File: src/rtl/core/cda_pkg.sv
`timescale 1ns / 1ps

package cda_pkg;

    localparam int unsigned YEAR_W  = 14;
    localparam int unsigned MONTH_W = 4;
    localparam int unsigned DAY_W   = 5;
    localparam int unsigned OFFS_W  = 16;

    localparam logic [YEAR_W-1:0]  YEAR_MIN = 14'd1;
    localparam logic [YEAR_W-1:0]  YEAR_MAX = 14'd9999;

    localparam logic [MONTH_W-1:0] MONTH_JAN = 4'd1;
    localparam logic [MONTH_W-1:0] MONTH_FEB = 4'd2;
    localparam logic [MONTH_W-1:0] MONTH_MAR = 4'd3;
    localparam logic [MONTH_W-1:0] MONTH_APR = 4'd4;
    localparam logic [MONTH_W-1:0] MONTH_MAY = 4'd5;
    localparam logic [MONTH_W-1:0] MONTH_JUN = 4'd6;
    localparam logic [MONTH_W-1:0] MONTH_JUL = 4'd7;
    localparam logic [MONTH_W-1:0] MONTH_AUG = 4'd8;
    localparam logic [MONTH_W-1:0] MONTH_SEP = 4'd9;
    localparam logic [MONTH_W-1:0] MONTH_OCT = 4'd10;
    localparam logic [MONTH_W-1:0] MONTH_NOV = 4'd11;
    localparam logic [MONTH_W-1:0] MONTH_DEC = 4'd12;

    localparam logic [DAY_W-1:0] LEN_LONG     = 5'd31;
    localparam logic [DAY_W-1:0] LEN_SHORT    = 5'd30;
    localparam logic [DAY_W-1:0] LEN_FEB      = 5'd28;
    localparam logic [DAY_W-1:0] LEN_FEB_LEAP = 5'd29;
    localparam logic [DAY_W-1:0] LEN_NONE     = 5'd0;

    typedef struct packed {
        logic [YEAR_W-1:0]         start_year;
        logic [MONTH_W-1:0]        start_month;
        logic [DAY_W-1:0]          start_day;
        logic signed [OFFS_W-1:0]  day_offset;
    } t_cda_in;

    typedef struct packed {
        logic [YEAR_W-1:0]  end_year;
        logic [MONTH_W-1:0] end_month;
        logic [DAY_W-1:0]   end_day;
        logic               invalid;
    } t_cda_out;

endpackage

File: src/rtl/core/cda_month_len.sv
`timescale 1ns / 1ps

module cda_month_len (
    input  logic [cda_pkg::MONTH_W-1:0] i_month,
    input  logic                        i_leap,
    output logic [cda_pkg::DAY_W-1:0]   o_len
);
    import cda_pkg::*;

    always_comb begin
        unique case (i_month) inside
            MONTH_JAN, MONTH_MAR, MONTH_MAY, MONTH_JUL,
            MONTH_AUG, MONTH_OCT, MONTH_DEC: begin
                o_len = LEN_LONG;
            end
            MONTH_APR, MONTH_JUN, MONTH_SEP, MONTH_NOV: begin
                o_len = LEN_SHORT;
            end
            MONTH_FEB: begin
                o_len = i_leap ? LEN_FEB_LEAP : LEN_FEB;
            end
            default: begin
                // month code out of range: no day can fit
                o_len = LEN_NONE;
            end
        endcase
    end

endmodule

File: src/rtl/core/calendar_date_add_days.sv
`timescale 1ns / 1ps

// Gregorian date plus signed day offset. Drive a word on i_word and pulse
// start while busy is low; the word is taken at that edge and busy rises.
// The result appears on o_word for exactly one cycle with o_valid high and
// must be captured then, since the block cannot be stalled. busy falls the
// cycle after the strobe. After acceptance the year modulo 25 is found for
// the leap rule (a reciprocal multiply for the quotient, then the shared
// adder for the remainder), then the date is checked and the offset folded
// in, then one 17-bit adder walks the date one month per cycle, and a
// closing step ends the walk. The walk crosses up to about 1077 month
// boundaries for the largest offsets. An invalid date goes from the check
// straight to the result; a walk that leaves years 1 to 9999 stops at that
// year boundary. With invalid set, the input date is echoed.
module calendar_date_add_days (
    input  logic              i_clk,
    input  logic              i_rst_n,
    input  logic              start,
    output logic              busy,
    input  cda_pkg::t_cda_in  i_word,
    output logic              o_valid,
    output cda_pkg::t_cda_out o_word
);
    import cda_pkg::*;

    // sequencer codes
    localparam logic [2:0] ST_IDLE  = 3'd0;
    localparam logic [2:0] ST_QUOT  = 3'd1;
    localparam logic [2:0] ST_MOD   = 3'd2;
    localparam logic [2:0] ST_CHECK = 3'd3;
    localparam logic [2:0] ST_WALK  = 3'd4;
    localparam logic [2:0] ST_DONE  = 3'd5;

    // year / 25 as floor(year * 5243 / 2^17), exact for any 14-bit year
    localparam logic [12:0]   RECIP_25  = 13'd5243;
    localparam logic [4:0]    MOD_BASE  = 5'd25;
    localparam logic [4:0]    M25_LAST  = 5'd24;

    logic [2:0]          r_state, n_state;
    t_cda_in             r_in, n_in;
    logic [YEAR_W-1:0]   r_year, n_year;
    logic [MONTH_W-1:0]  r_month, n_month;
    logic signed [16:0]  r_day, n_day;
    logic [9:0]          r_quot, n_quot;
    logic [4:0]          r_m25, n_m25;
    logic                r_fwd, n_fwd;
    logic                r_bad, n_bad;

    // shared adder
    logic signed [16:0]  w_op_a, w_op_b, w_sum;
    logic                w_sum_pos;

    // year residue helpers
    logic [26:0]         w_prod;
    logic [14:0]         w_quot25;

    logic                w_leap;
    logic [MONTH_W-1:0]  w_prev_month;
    logic [MONTH_W-1:0]  w_len_month;
    logic [DAY_W-1:0]    w_len;
    logic signed [16:0]  w_len_s;
    logic                w_date_ok;

    // year is divisible by 4, and not by 100 unless by 400 (400 = 16 * 25)
    assign w_leap = (r_year[1:0] == 2'b00) && ((r_m25 != 5'd0) || (r_year[3:0] == 4'd0));

    assign w_prev_month = (r_month == MONTH_JAN) ? MONTH_DEC : r_month - 4'd1;

    // backward steps take the length of the month being entered; a step
    // into December of the previous year needs no leap flag
    assign w_len_month = (r_state == ST_WALK && !r_fwd) ? w_prev_month : r_month;

    cda_month_len u_len (
        .i_month (w_len_month),
        .i_leap  (w_leap),
        .o_len   (w_len)
    );

    assign w_len_s  = $signed({12'b0, w_len});
    assign w_prod   = 27'(r_year) * 27'(RECIP_25);
    assign w_quot25 = 15'(r_quot) * 15'(MOD_BASE);

    always_comb begin
        unique case (r_state)
            ST_MOD: begin
                w_op_a = $signed({3'b0, r_year});
                w_op_b = -$signed({2'b0, w_quot25});
            end
            ST_CHECK: begin
                w_op_a = $signed({r_in.day_offset[OFFS_W-1], r_in.day_offset});
                w_op_b = $signed({12'b0, r_in.start_day});
            end
            ST_WALK: begin
                w_op_a = r_day;
                w_op_b = r_fwd ? -w_len_s : w_len_s;
            end
            default: begin
                w_op_a = '0;
                w_op_b = '0;
            end
        endcase
    end

    assign w_sum     = w_op_a + w_op_b;
    assign w_sum_pos = !w_sum[16] && (w_sum != 17'sd0);

    // month code and range checks on the captured date; an unknown month
    // gives length zero, so the day check fails with it
    assign w_date_ok = (r_in.start_year >= YEAR_MIN) && (r_in.start_year <= YEAR_MAX) &&
                       (r_in.start_day != 5'd0) && (r_in.start_day <= w_len);

    always_comb begin
        n_state = r_state;
        n_in    = r_in;
        n_year  = r_year;
        n_month = r_month;
        n_day   = r_day;
        n_quot  = r_quot;
        n_m25   = r_m25;
        n_fwd   = r_fwd;
        n_bad   = r_bad;

        unique case (r_state)
            ST_IDLE: begin
                if (start) begin
                    n_in    = i_word;
                    n_year  = i_word.start_year;
                    n_month = i_word.start_month;
                    n_bad   = 1'b0;
                    n_state = ST_QUOT;
                end
            end
            ST_QUOT: begin
                // hold the quotient of the year by 25
                n_quot  = w_prod[26:17];
                n_state = ST_MOD;
            end
            ST_MOD: begin
                // year minus 25 times the quotient is the residue
                n_m25   = w_sum[4:0];
                n_state = ST_CHECK;
            end
            ST_CHECK: begin
                if (!w_date_ok) begin
                    n_bad   = 1'b1;
                    n_state = ST_DONE;
                end else begin
                    n_day   = w_sum;
                    n_fwd   = !r_in.day_offset[OFFS_W-1] && (r_in.day_offset != 16'sd0);
                    n_state = ST_WALK;
                end
            end
            ST_WALK: begin
                if (r_fwd) begin
                    // leave the current month while the day still overflows it
                    if (w_sum_pos) begin
                        n_day = w_sum;
                        if (r_month == MONTH_DEC) begin
                            n_month = MONTH_JAN;
                            n_year  = r_year + 14'd1;
                            n_m25   = (r_m25 == M25_LAST) ? 5'd0 : r_m25 + 5'd1;
                            if (r_year == YEAR_MAX) begin
                                n_bad   = 1'b1;
                                n_state = ST_DONE;
                            end
                        end else begin
                            n_month = r_month + 4'd1;
                        end
                    end else begin
                        n_state = ST_DONE;
                    end
                end else begin
                    // step back into the previous month while the day is below one
                    if (!r_day[16] && (r_day != 17'sd0)) begin
                        n_state = ST_DONE;
                    end else begin
                        n_day   = w_sum;
                        n_month = w_prev_month;
                        if (r_month == MONTH_JAN) begin
                            n_year = r_year - 14'd1;
                            n_m25  = (r_m25 == 5'd0) ? M25_LAST : r_m25 - 5'd1;
                            if (r_year == YEAR_MIN) begin
                                n_bad   = 1'b1;
                                n_state = ST_DONE;
                            end
                        end
                    end
                end
            end
            ST_DONE: begin
                n_state = ST_IDLE;
            end
            default: begin
                n_state = ST_IDLE;
            end
        endcase
    end

    always_ff @(posedge i_clk) begin
        if (!i_rst_n) begin
            r_state <= ST_IDLE;
        end else begin
            r_state <= n_state;
        end
    end

    always_ff @(posedge i_clk) begin
        r_in    <= n_in;
        r_year  <= n_year;
        r_month <= n_month;
        r_day   <= n_day;
        r_quot  <= n_quot;
        r_m25   <= n_m25;
        r_fwd   <= n_fwd;
        r_bad   <= n_bad;
    end

    assign busy    = (r_state != ST_IDLE);
    assign o_valid = (r_state == ST_DONE);

    // echo the input date when flagged
    assign o_word.end_year  = r_bad ? r_in.start_year  : r_year;
    assign o_word.end_month = r_bad ? r_in.start_month : r_month;
    assign o_word.end_day   = r_bad ? r_in.start_day   : r_day[DAY_W-1:0];
    assign o_word.invalid   = r_bad;

    // an accepted word always leads to a busy sequencer
    a_start_busy: assert property (@(posedge i_clk) disable iff (!i_rst_n)
        (start && !busy) |=> (busy && !o_valid))
        else $error("accepted word did not start the sequencer");

    // each result is a single-cycle strobe followed by a free block
    a_strobe_once: assert property (@(posedge i_clk) disable iff (!i_rst_n)
        o_valid |=> (!o_valid && !busy))
        else $error("result strobe lasted more than one cycle");

    // a clean result is a well-formed date
    a_result_date: assert property (@(posedge i_clk) disable iff (!i_rst_n)
        (o_valid && !o_word.invalid) |->
            ((o_word.end_month >= MONTH_JAN) && (o_word.end_month <= MONTH_DEC) &&
             (o_word.end_day != 5'd0) && (o_word.end_year >= YEAR_MIN) &&
             (o_word.end_year <= YEAR_MAX)))
        else $error("valid result is not a well-formed date");

    // the year residue stays below 25 throughout the walk
    a_mod_range: assert property (@(posedge i_clk) disable iff (!i_rst_n)
        (r_state == ST_WALK) |-> (r_m25 <= M25_LAST))
        else $error("year residue out of range");

endmodule
File: config.mk
export PLATFORM = sky130hd
export DESIGN_NAME = calendar_date_add_days
export DESIGN_NICKNAME = d
export VERILOG_FILES = /design/src/rtl/core/cda_pkg.sv /design/src/rtl/core/cda_month_len.sv /design/src/rtl/core/calendar_date_add_days.sv
export SDC_FILE = /design/constraint.sdc
export NUM_CORES = 1
export LEC_CHECK = 0
export ABC_AREA = 0
export ABC_CLOCK_PERIOD_IN_PS = 7840
export BUFFER_PORTS_ARGS = -buffer_cell sky130_fd_sc_hd__buf_2
export CAP_MARGIN = 20
export CORE_UTILIZATION = 25
export CTS_CLUSTER_SIZE = 20
export DETAILED_ROUTE_END_ITERATION = 16
export GPL_TIMING_DRIVEN = 1
export PLACE_DENSITY = 0.43
export SYNTH_ARGS = -nofsm -noshare
export SYNTH_HDL_FRONTEND = slang
export SYNTH_HIERARCHICAL = 1
export SYNTH_SLANG_ARGS = --single-unit
export TNS_END_PERCENT = 5
File: constraint.sdc
create_clock -name i_clk -period 7.84 [get_ports i_clk]
set_input_delay 1.176 -clock i_clk [delete_from_list [all_inputs] [get_ports i_clk]]
set_output_delay 1.176 -clock i_clk [all_outputs]
set_load 0.02 [all_outputs]
* After elaboration in Yosys (flattened, before gate mapping) *
Index checks and enable logic that the tools add are counted.

operators by class
  reduce and logical (&&, ||, !) cells = 37
  $mul = 2
  equal/unequal tests = 35
  add/sub/neg operators = 9
  muxes and demuxes = 56
  magnitude comparators = 3

operators by type and width
  cell                                                                                   count
  17-bit one-hot mux with 3 select lines                                                 2
  14-bit two-way mux                                                                     7
  17-bit two-way mux                                                                     5
  5-bit two-way mux                                                                      8
  17-bit one-hot mux with 2 select lines                                                 1
  17-bit nonzero test                                                                    2
  4-bit two-way mux                                                                      8
  14-bit one-hot mux with 2 select lines                                                 1
  14-bit by 13-bit multiplier with 27-bit output (second input constant)                 1
  4-bit == test (second input constant)                                                  6
  3-bit two-way mux                                                                      8
  17-bit adder                                                                           1
  15-bit negator with 17-bit output                                                      1
  5-bit negator with 17-bit output                                                       1
  4-bit by 3-bit == test with 1-bit output (second input constant)                       4
  16-bit nonzero test                                                                    1
  10-bit by 5-bit multiplier with 15-bit output (second input constant)                  1
  3-bit one-hot mux with 5 select lines                                                  1
  5-bit one-hot mux with 3 select lines                                                  1
  14-bit by 1-bit adder with 14-bit output (second input constant)                       1
  14-bit by 1-bit == test with 1-bit output (second input constant)                      1
  14-bit == test (second input constant)                                                 1
  14-bit by 1-bit greater-or-equal comparator with 1-bit output (second input constant)  1
  14-bit less-or-equal comparator (second input constant)                                1
  other kinds (38)                                                                       77

word-level totals
  logic and storage cells = 154
  flip-flop bits (word level) = 94

* Longest topological paths before layout *
  depth in word-level cells = 15
  gate-level depth with buffers = 24
  gate-level depth less buffers = 24

* Hierarchy *
The synthesis kept the hierarchy.

modules (own cells, without submodules)
  module                  area each (um^2)  cells each  sequential area each (um^2)  instances
  calendar_date_add_days  10,966.8          1,139       2,792.7                      1
  cda_month_len           67.6              11          0.0                          1

* Worst setup path after synthesis *
No wires, ideal clock.

  path kind = register to register
  start point = register r_quot[1]
  end point = register r_day[0] (enable)
  cell stages (with the launch flop) = 25
  buffers on the path = 0
  clock period less this slack = 6,691 ps
  path slack = 1,149 ps
  data arrival time = 6,290 ps
  library setup time = 401 ps
  path through = edfxtp_1 -> ha_1 -> inv_1 -> fa_1 -> inv_1 -> fa_1 -> inv_1 -> ha_1 -> inv_1 -> a31oi_1 -> o21a_1 -> o21ai_0 -> a211oi_1 -> or4b_2 -> a211o_1 -> nand3_1 -> ha_1 -> a21oi_1 -> o21ai_0 -> xor2_1 -> or4b_1 -> o21ai_2 -> xor2_2 -> o311ai_2 -> a31oi_1

between the ends
  cells in the longest elaborated chain, start to end = 8

ends and longest elaborated chain
  element                                                          RTL line                       text
  start: declaration                                               calendar_date_add_days.sv:44   logic [9:0] r_quot, n_quot;
  start signal: assignment                                         calendar_date_add_days.sv:212  r_quot <= n_quot;
  10-bit by 5-bit multiplier with 15-bit output *                  calendar_date_add_days.sv:81   assign w_quot25 = 15'(r_quot) * 15'(MOD_BASE);
  15-bit negator with 17-bit output *                              calendar_date_add_days.sv:87   w_op_b = -$signed({2'b0, w_quot25});
  17-bit one-hot mux with 3 select lines *                         calendar_date_add_days.sv:84   unique case (r_state)
  17-bit adder *                                                   calendar_date_add_days.sv:104  assign w_sum = w_op_a + w_op_b;
  17-bit nonzero test / 1-bit logical NOT (equally long branches)  calendar_date_add_days.sv:105  assign w_sum_pos = !w_sum[16] && (w_sum != 17'sd0);
  1-bit logical AND *                                              calendar_date_add_days.sv:105
  3-bit inequality test (no line) *                                n/a
  4-bit AND reduction (no line) *                                  n/a
  end signal: assignment                                           calendar_date_add_days.sv:211  r_day <= n_day;
  end: declaration                                                 calendar_date_add_days.sv:43   logic signed [16:0] r_day, n_day;

Mark *: on every way between the ends. The rest lies on a longest branch, timed or not.
A chain may end at the register's enable or synchronous reset.

* Worst setup path in the final report *
  start point = register r_quot[1]
  end point = register r_m25[2] (enable)

between the ends
  cells in the longest elaborated chain, start to end = 8

ends and longest elaborated chain
  element                                                          RTL line                       text
  10-bit by 5-bit multiplier with 15-bit output *                  calendar_date_add_days.sv:81
  15-bit negator with 17-bit output *                              calendar_date_add_days.sv:87
  17-bit one-hot mux with 3 select lines *                         calendar_date_add_days.sv:84
  17-bit adder *                                                   calendar_date_add_days.sv:104
  17-bit nonzero test / 1-bit logical NOT (equally long branches)  calendar_date_add_days.sv:105
  1-bit logical AND *                                              calendar_date_add_days.sv:105
  3-bit inequality test (no line) *                                n/a
  5-bit AND reduction (no line) *                                  n/a
  end signal: assignment                                           calendar_date_add_days.sv:213  r_m25 <= n_m25;
  end: declaration                                                 calendar_date_add_days.sv:45   logic [4:0] r_m25, n_m25;

Marks and branches as above.

==> impl_results.md <==
* Initial DRT Pass Iterations at 5
* Syn Std Cell Area at 11030 sq um
* Routability cong. at 0.8754
* Power per standard cell area at 439.6 nW/um^2
* IR drop worst, VDD at 0.3196 mV
* Global route overflow at 0
* Number of inserted diodes at 0
* Post-detailed-route via-to-cell ratio at 4.619
* WS Path Type: register to register
* Post-synthesis share of cell area spent on full adders, half adders and majority gates at 34.79%
* Post-cts repair resize count at 0
* Initial core utilization at 25.50%
* Number of global-route vias before repair at 8289
* Die outline width at 212.1 microns
* Maximum frequency from static timing analysis at 0.1475 GHz
* Mapped Cells at 1150
* Number of max-capacitance violations reported at 0
* First-pass GRT wire length at 49.05 mm
* Post-CTS setup buffer count at 0
* Post-route clock period utilization at 86.48%
* Net switching component of the power at 2.731 mW
* Wirelength, routed at 31.93 mm
* Dominant combinational cell family by area after synthesis: adder cells
* Setup repair after global routing missed its margin: no
* Signal arrival time at the worst endpoint at 6.80 ns
* Fin Setup TNS at 0 ns
* Pins Over Slew Limit at 0
* Pin count of the biggest net entering global routing at 48
* Worst Max-Slew Pin Slew at 0.7072 ns
* P_leak at 5.690 nW
* Total Power Consumption at 5.442 mW
* Post-Place Setup Slack at 1.099 ns
* Setup-violating endpoint count in the final report at 0
* Via count at 8315
* Ys async rst share at 0%
* CP Capture Type: register
* Die height at 212.1 microns
* Half-perimeter wire length after placement at 25.95 mm
* Per-instance average area after synthesis at 9.595 sq um
* Final Net Count at 1512
* Worst hold margin at 0.7220 ns
* Post-Syn Nets at 1452
* Clock period minus final worst setup slack at 6.780 ns
* Number of nets with antenna violations after routing at 0
* Sequential fraction of the synthesis area at 25.31%
* Final routed DRC violation total at 0
* Area of the core region at 43270 sq um
* Highest net fanout along the worst path at 5
* Relative contribution of the clock network to total power at 8.5%
* Proportion of power drawn by combinational gates at 76.8%
* Synthesis-to-layout area growth at 12.19%
* Relative contribution of sequential cells to total power at 14.7%
* Number of unique standard cell types used by synthesis at 78
* Design internal power at 2.711 mW
* Run status: completed
* Number of hold-slack violations in the final timing report at 0
* Switching Fraction at 50.19%
* Number of rows created at floorplan at 76
* Total Die Area at 44980 sq um
* Ports placed on the boundary at 68
* Post-synth EDFFs at 91
* Number of violations reported at the end of detailed-routing iteration 0 at 418
* Fraction of final layout cells with drive strength greater than 1 at 9.877%
* Yosys Warn Count at 6
* Flip-flop cell with the highest count after synthesis: sky130_fd_sc_hd__edfxtp_1
* Hold Path Class: register to register
* Buffer depth of the longest clock path at 2
* Slack of the critical path at 1.060 ns
* Worst slew margin relative to its limit at 52.86%
* Number of clock sinks seen by CTS at 94
* Antenna violations before repair at 1
* H-tree depth at 3
* Fraction of synthesized area in multiplexers at 2.517%
* End-of-flow core utilization at 28.61%
* Worst-path clk slew at 0.09 ns
* CP required at 7.86 ns
* TritonCTS Buffers at 9
* Root Buffer: sky130_fd_sc_hd__clkbuf_16
* TritonCTS clock tree: built
* IO buf count at 67
* Share of synthesized cell area in and, or, nand and nor gates at 11.10%
* Count of hold-fix buffers inserted at cts at 0
* Startpoint class of the critical path: register
* Worst-Skew Late Latency at 0.38 ns
* Post-synthesis register bit count at 94
* Worst Skew at 0.01407 ns
* XOR/XNOR Fraction of Synth Area at 4.037%
* Compound-cell area share of the yosys netlist at 14.31%
* Per-cell routed wire length at 17.74 microns
* Aggregate global-route resource usage at 14.65%
[state kept, by name, indices dropped and copies added (netlist names)]
register / flops
r_day: 17
r_m25: 5
r_month: 4
r_quot: 10
r_state: 3
r_year: 14
r_in: 39
r_bad: 1
r_fwd: 1
[cell families after synthesis]
| family | count (synthesis) |
|---|---|
| AO/OA/AOI/OAI | 247 |
| XOR/XNOR | 50 |
| buffers and inverters | 230 |
| adder cells (fa/ha/maj) | 260 |
| flip-flops | 94 |
| AND/OR/NAND/NOR | 242 |
| multiplexers | 27 |
[power by group through the flow]
| stage | logic [mW] | clock network (mW) | registers (mW) |
|---|---|---|---|
| finish | 4.18 | 0.460 | 0.801 |
| global route | 4.84 | 0.483 | 0.813 |
| CTS | 4.24 | 0.475 | 0.804 |
| detailed placement | 4.18 | 0 | 0.815 |
| global placement | 4.21 | 0 | 0.813 |
| floorplan | 3.18 | 0 | 0.763 |
[worst paths after layout]
path                            startpoint       end  slack [ns]  cells after the start
worst max register to register   r_quot[1]  r_m25[2]        1.06                     24
worst max-delay path             r_quot[1]  r_m25[2]        1.06                     24
worst min-delay path              r_in[15]     r_fwd        0.72                      1
worst min register to register    r_in[15]     r_fwd        0.72                      1
[layer usage]
metal / vias to the layer above / wire [microns] / part of all wire (%) / track usage, %
li1: 4117 / - / - / -
met1: 4009 / 15860 / 50 / 20.60
met2: 161 / 14440 / 45 / 23.31
met3: 28 / 1084 / 3.4 / 2.038
met4: 0 / 541 / 1.7 / 4.073
met5: - / 0 / 0 / 0
[per-stage QoR]
| stage | cell area [sq um] | cells |
|---|---|---|
| global placement | 12060 | 1783 |
| floorplan | 11030 | 1150 |
| detailed placement | 12060 | 1783 |
| finish | 12380 | 1800 |
| global route | 12380 | 1800 |
| CTS | 12360 | 1799 |
[cells in the final DEF, fill, tap and decap left out, types with 8 or more instances in the layout]
master / n
sky130_fd_sc_hd__clkbuf_16: 9
sky130_fd_sc_hd__a21oi_1: 47
sky130_fd_sc_hd__a31oi_1: 15
sky130_fd_sc_hd__xnor2_1: 36
sky130_fd_sc_hd__mux2i_1: 21
sky130_fd_sc_hd__xor2_1: 13
sky130_fd_sc_hd__buf_4: 9
sky130_fd_sc_hd__nor3_1: 14
sky130_fd_sc_hd__nand2_1: 86
sky130_fd_sc_hd__nand4_1: 9
sky130_fd_sc_hd__inv_1: 202
sky130_fd_sc_hd__nor4_1: 13
sky130_fd_sc_hd__nor2_1: 37
sky130_fd_sc_hd__o21ai_0: 87
sky130_fd_sc_hd__edfxtp_1: 91
sky130_fd_sc_hd__o21a_1: 16
sky130_fd_sc_hd__ha_1: 182
sky130_fd_sc_hd__nand2b_1: 10
sky130_fd_sc_hd__fa_1: 78
sky130_fd_sc_hd__nand3_1: 17
sky130_fd_sc_hd__buf_2: 67
sky130_fd_sc_hd__o31ai_1: 8
sky130_fd_sc_hd__and3_1: 11
[cell type report]
cell class              count  area [sq um]
repair buffers             77         422.9
well taps                 585         732.0
inverters                 202         758.2
flip-flops and latches     94          2793
clock inverters             7         75.07
clock buffers               9         225.2
multi-input cells         826          7373
fillers                  4614         30890
[synthesized netlist by cell type, types with 7 or more instances]
cell type	count	area, sq um
sky130_fd_sc_hd__a21o_1	7	52.55
sky130_fd_sc_hd__a21oi_1	47	235.2
sky130_fd_sc_hd__a31oi_1	16	100.1
sky130_fd_sc_hd__and3_1	12	75.07
sky130_fd_sc_hd__clkbuf_1	19	71.32
sky130_fd_sc_hd__edfxtp_1	91	2733
sky130_fd_sc_hd__fa_1	78	1562
sky130_fd_sc_hd__ha_1	182	2277
sky130_fd_sc_hd__inv_1	202	758.2
sky130_fd_sc_hd__mux2i_1	21	210.2
sky130_fd_sc_hd__nand2_1	86	322.8
sky130_fd_sc_hd__nand2b_1	10	62.56
sky130_fd_sc_hd__nand3_1	17	85.08
sky130_fd_sc_hd__nand4_1	9	56.30
sky130_fd_sc_hd__nor2_1	37	138.9
sky130_fd_sc_hd__nor3_1	14	70.07
sky130_fd_sc_hd__nor4_1	13	81.33
sky130_fd_sc_hd__o21a_1	16	120.1
sky130_fd_sc_hd__o21ai_0	87	435.4
sky130_fd_sc_hd__o22ai_1	7	43.79
sky130_fd_sc_hd__o31ai_1	8	60.06
sky130_fd_sc_hd__xnor2_1	36	315.3
sky130_fd_sc_hd__xor2_1	13	113.9
[worst max-delay path, cell delays in order, from the launching register on]
cell                       delay [ns]
sky130_fd_sc_hd__edfxtp_1        0.42
sky130_fd_sc_hd__ha_1            0.30
sky130_fd_sc_hd__inv_1           0.06
sky130_fd_sc_hd__fa_1            0.51
sky130_fd_sc_hd__inv_1           0.06
sky130_fd_sc_hd__fa_1            0.53
sky130_fd_sc_hd__inv_1           0.04
sky130_fd_sc_hd__ha_1            0.31
sky130_fd_sc_hd__inv_1           0.07
sky130_fd_sc_hd__a31oi_1         0.05
sky130_fd_sc_hd__o21a_1          0.19
sky130_fd_sc_hd__o21ai_0         0.31
sky130_fd_sc_hd__a211oi_1        0.15
sky130_fd_sc_hd__or4b_2          0.65
sky130_fd_sc_hd__a211o_1         0.31
sky130_fd_sc_hd__nand3_1         0.09
sky130_fd_sc_hd__ha_1            0.26
sky130_fd_sc_hd__a21oi_1         0.14
sky130_fd_sc_hd__o21ai_0         0.11
sky130_fd_sc_hd__xor2_1          0.16
sky130_fd_sc_hd__or4b_1          0.50
sky130_fd_sc_hd__o21ai_2         0.10
sky130_fd_sc_hd__xor2_2          0.29
sky130_fd_sc_hd__o311ai_2        0.28
sky130_fd_sc_hd__a31oi_1         0.53
Power figures use the tool's default switching activity.
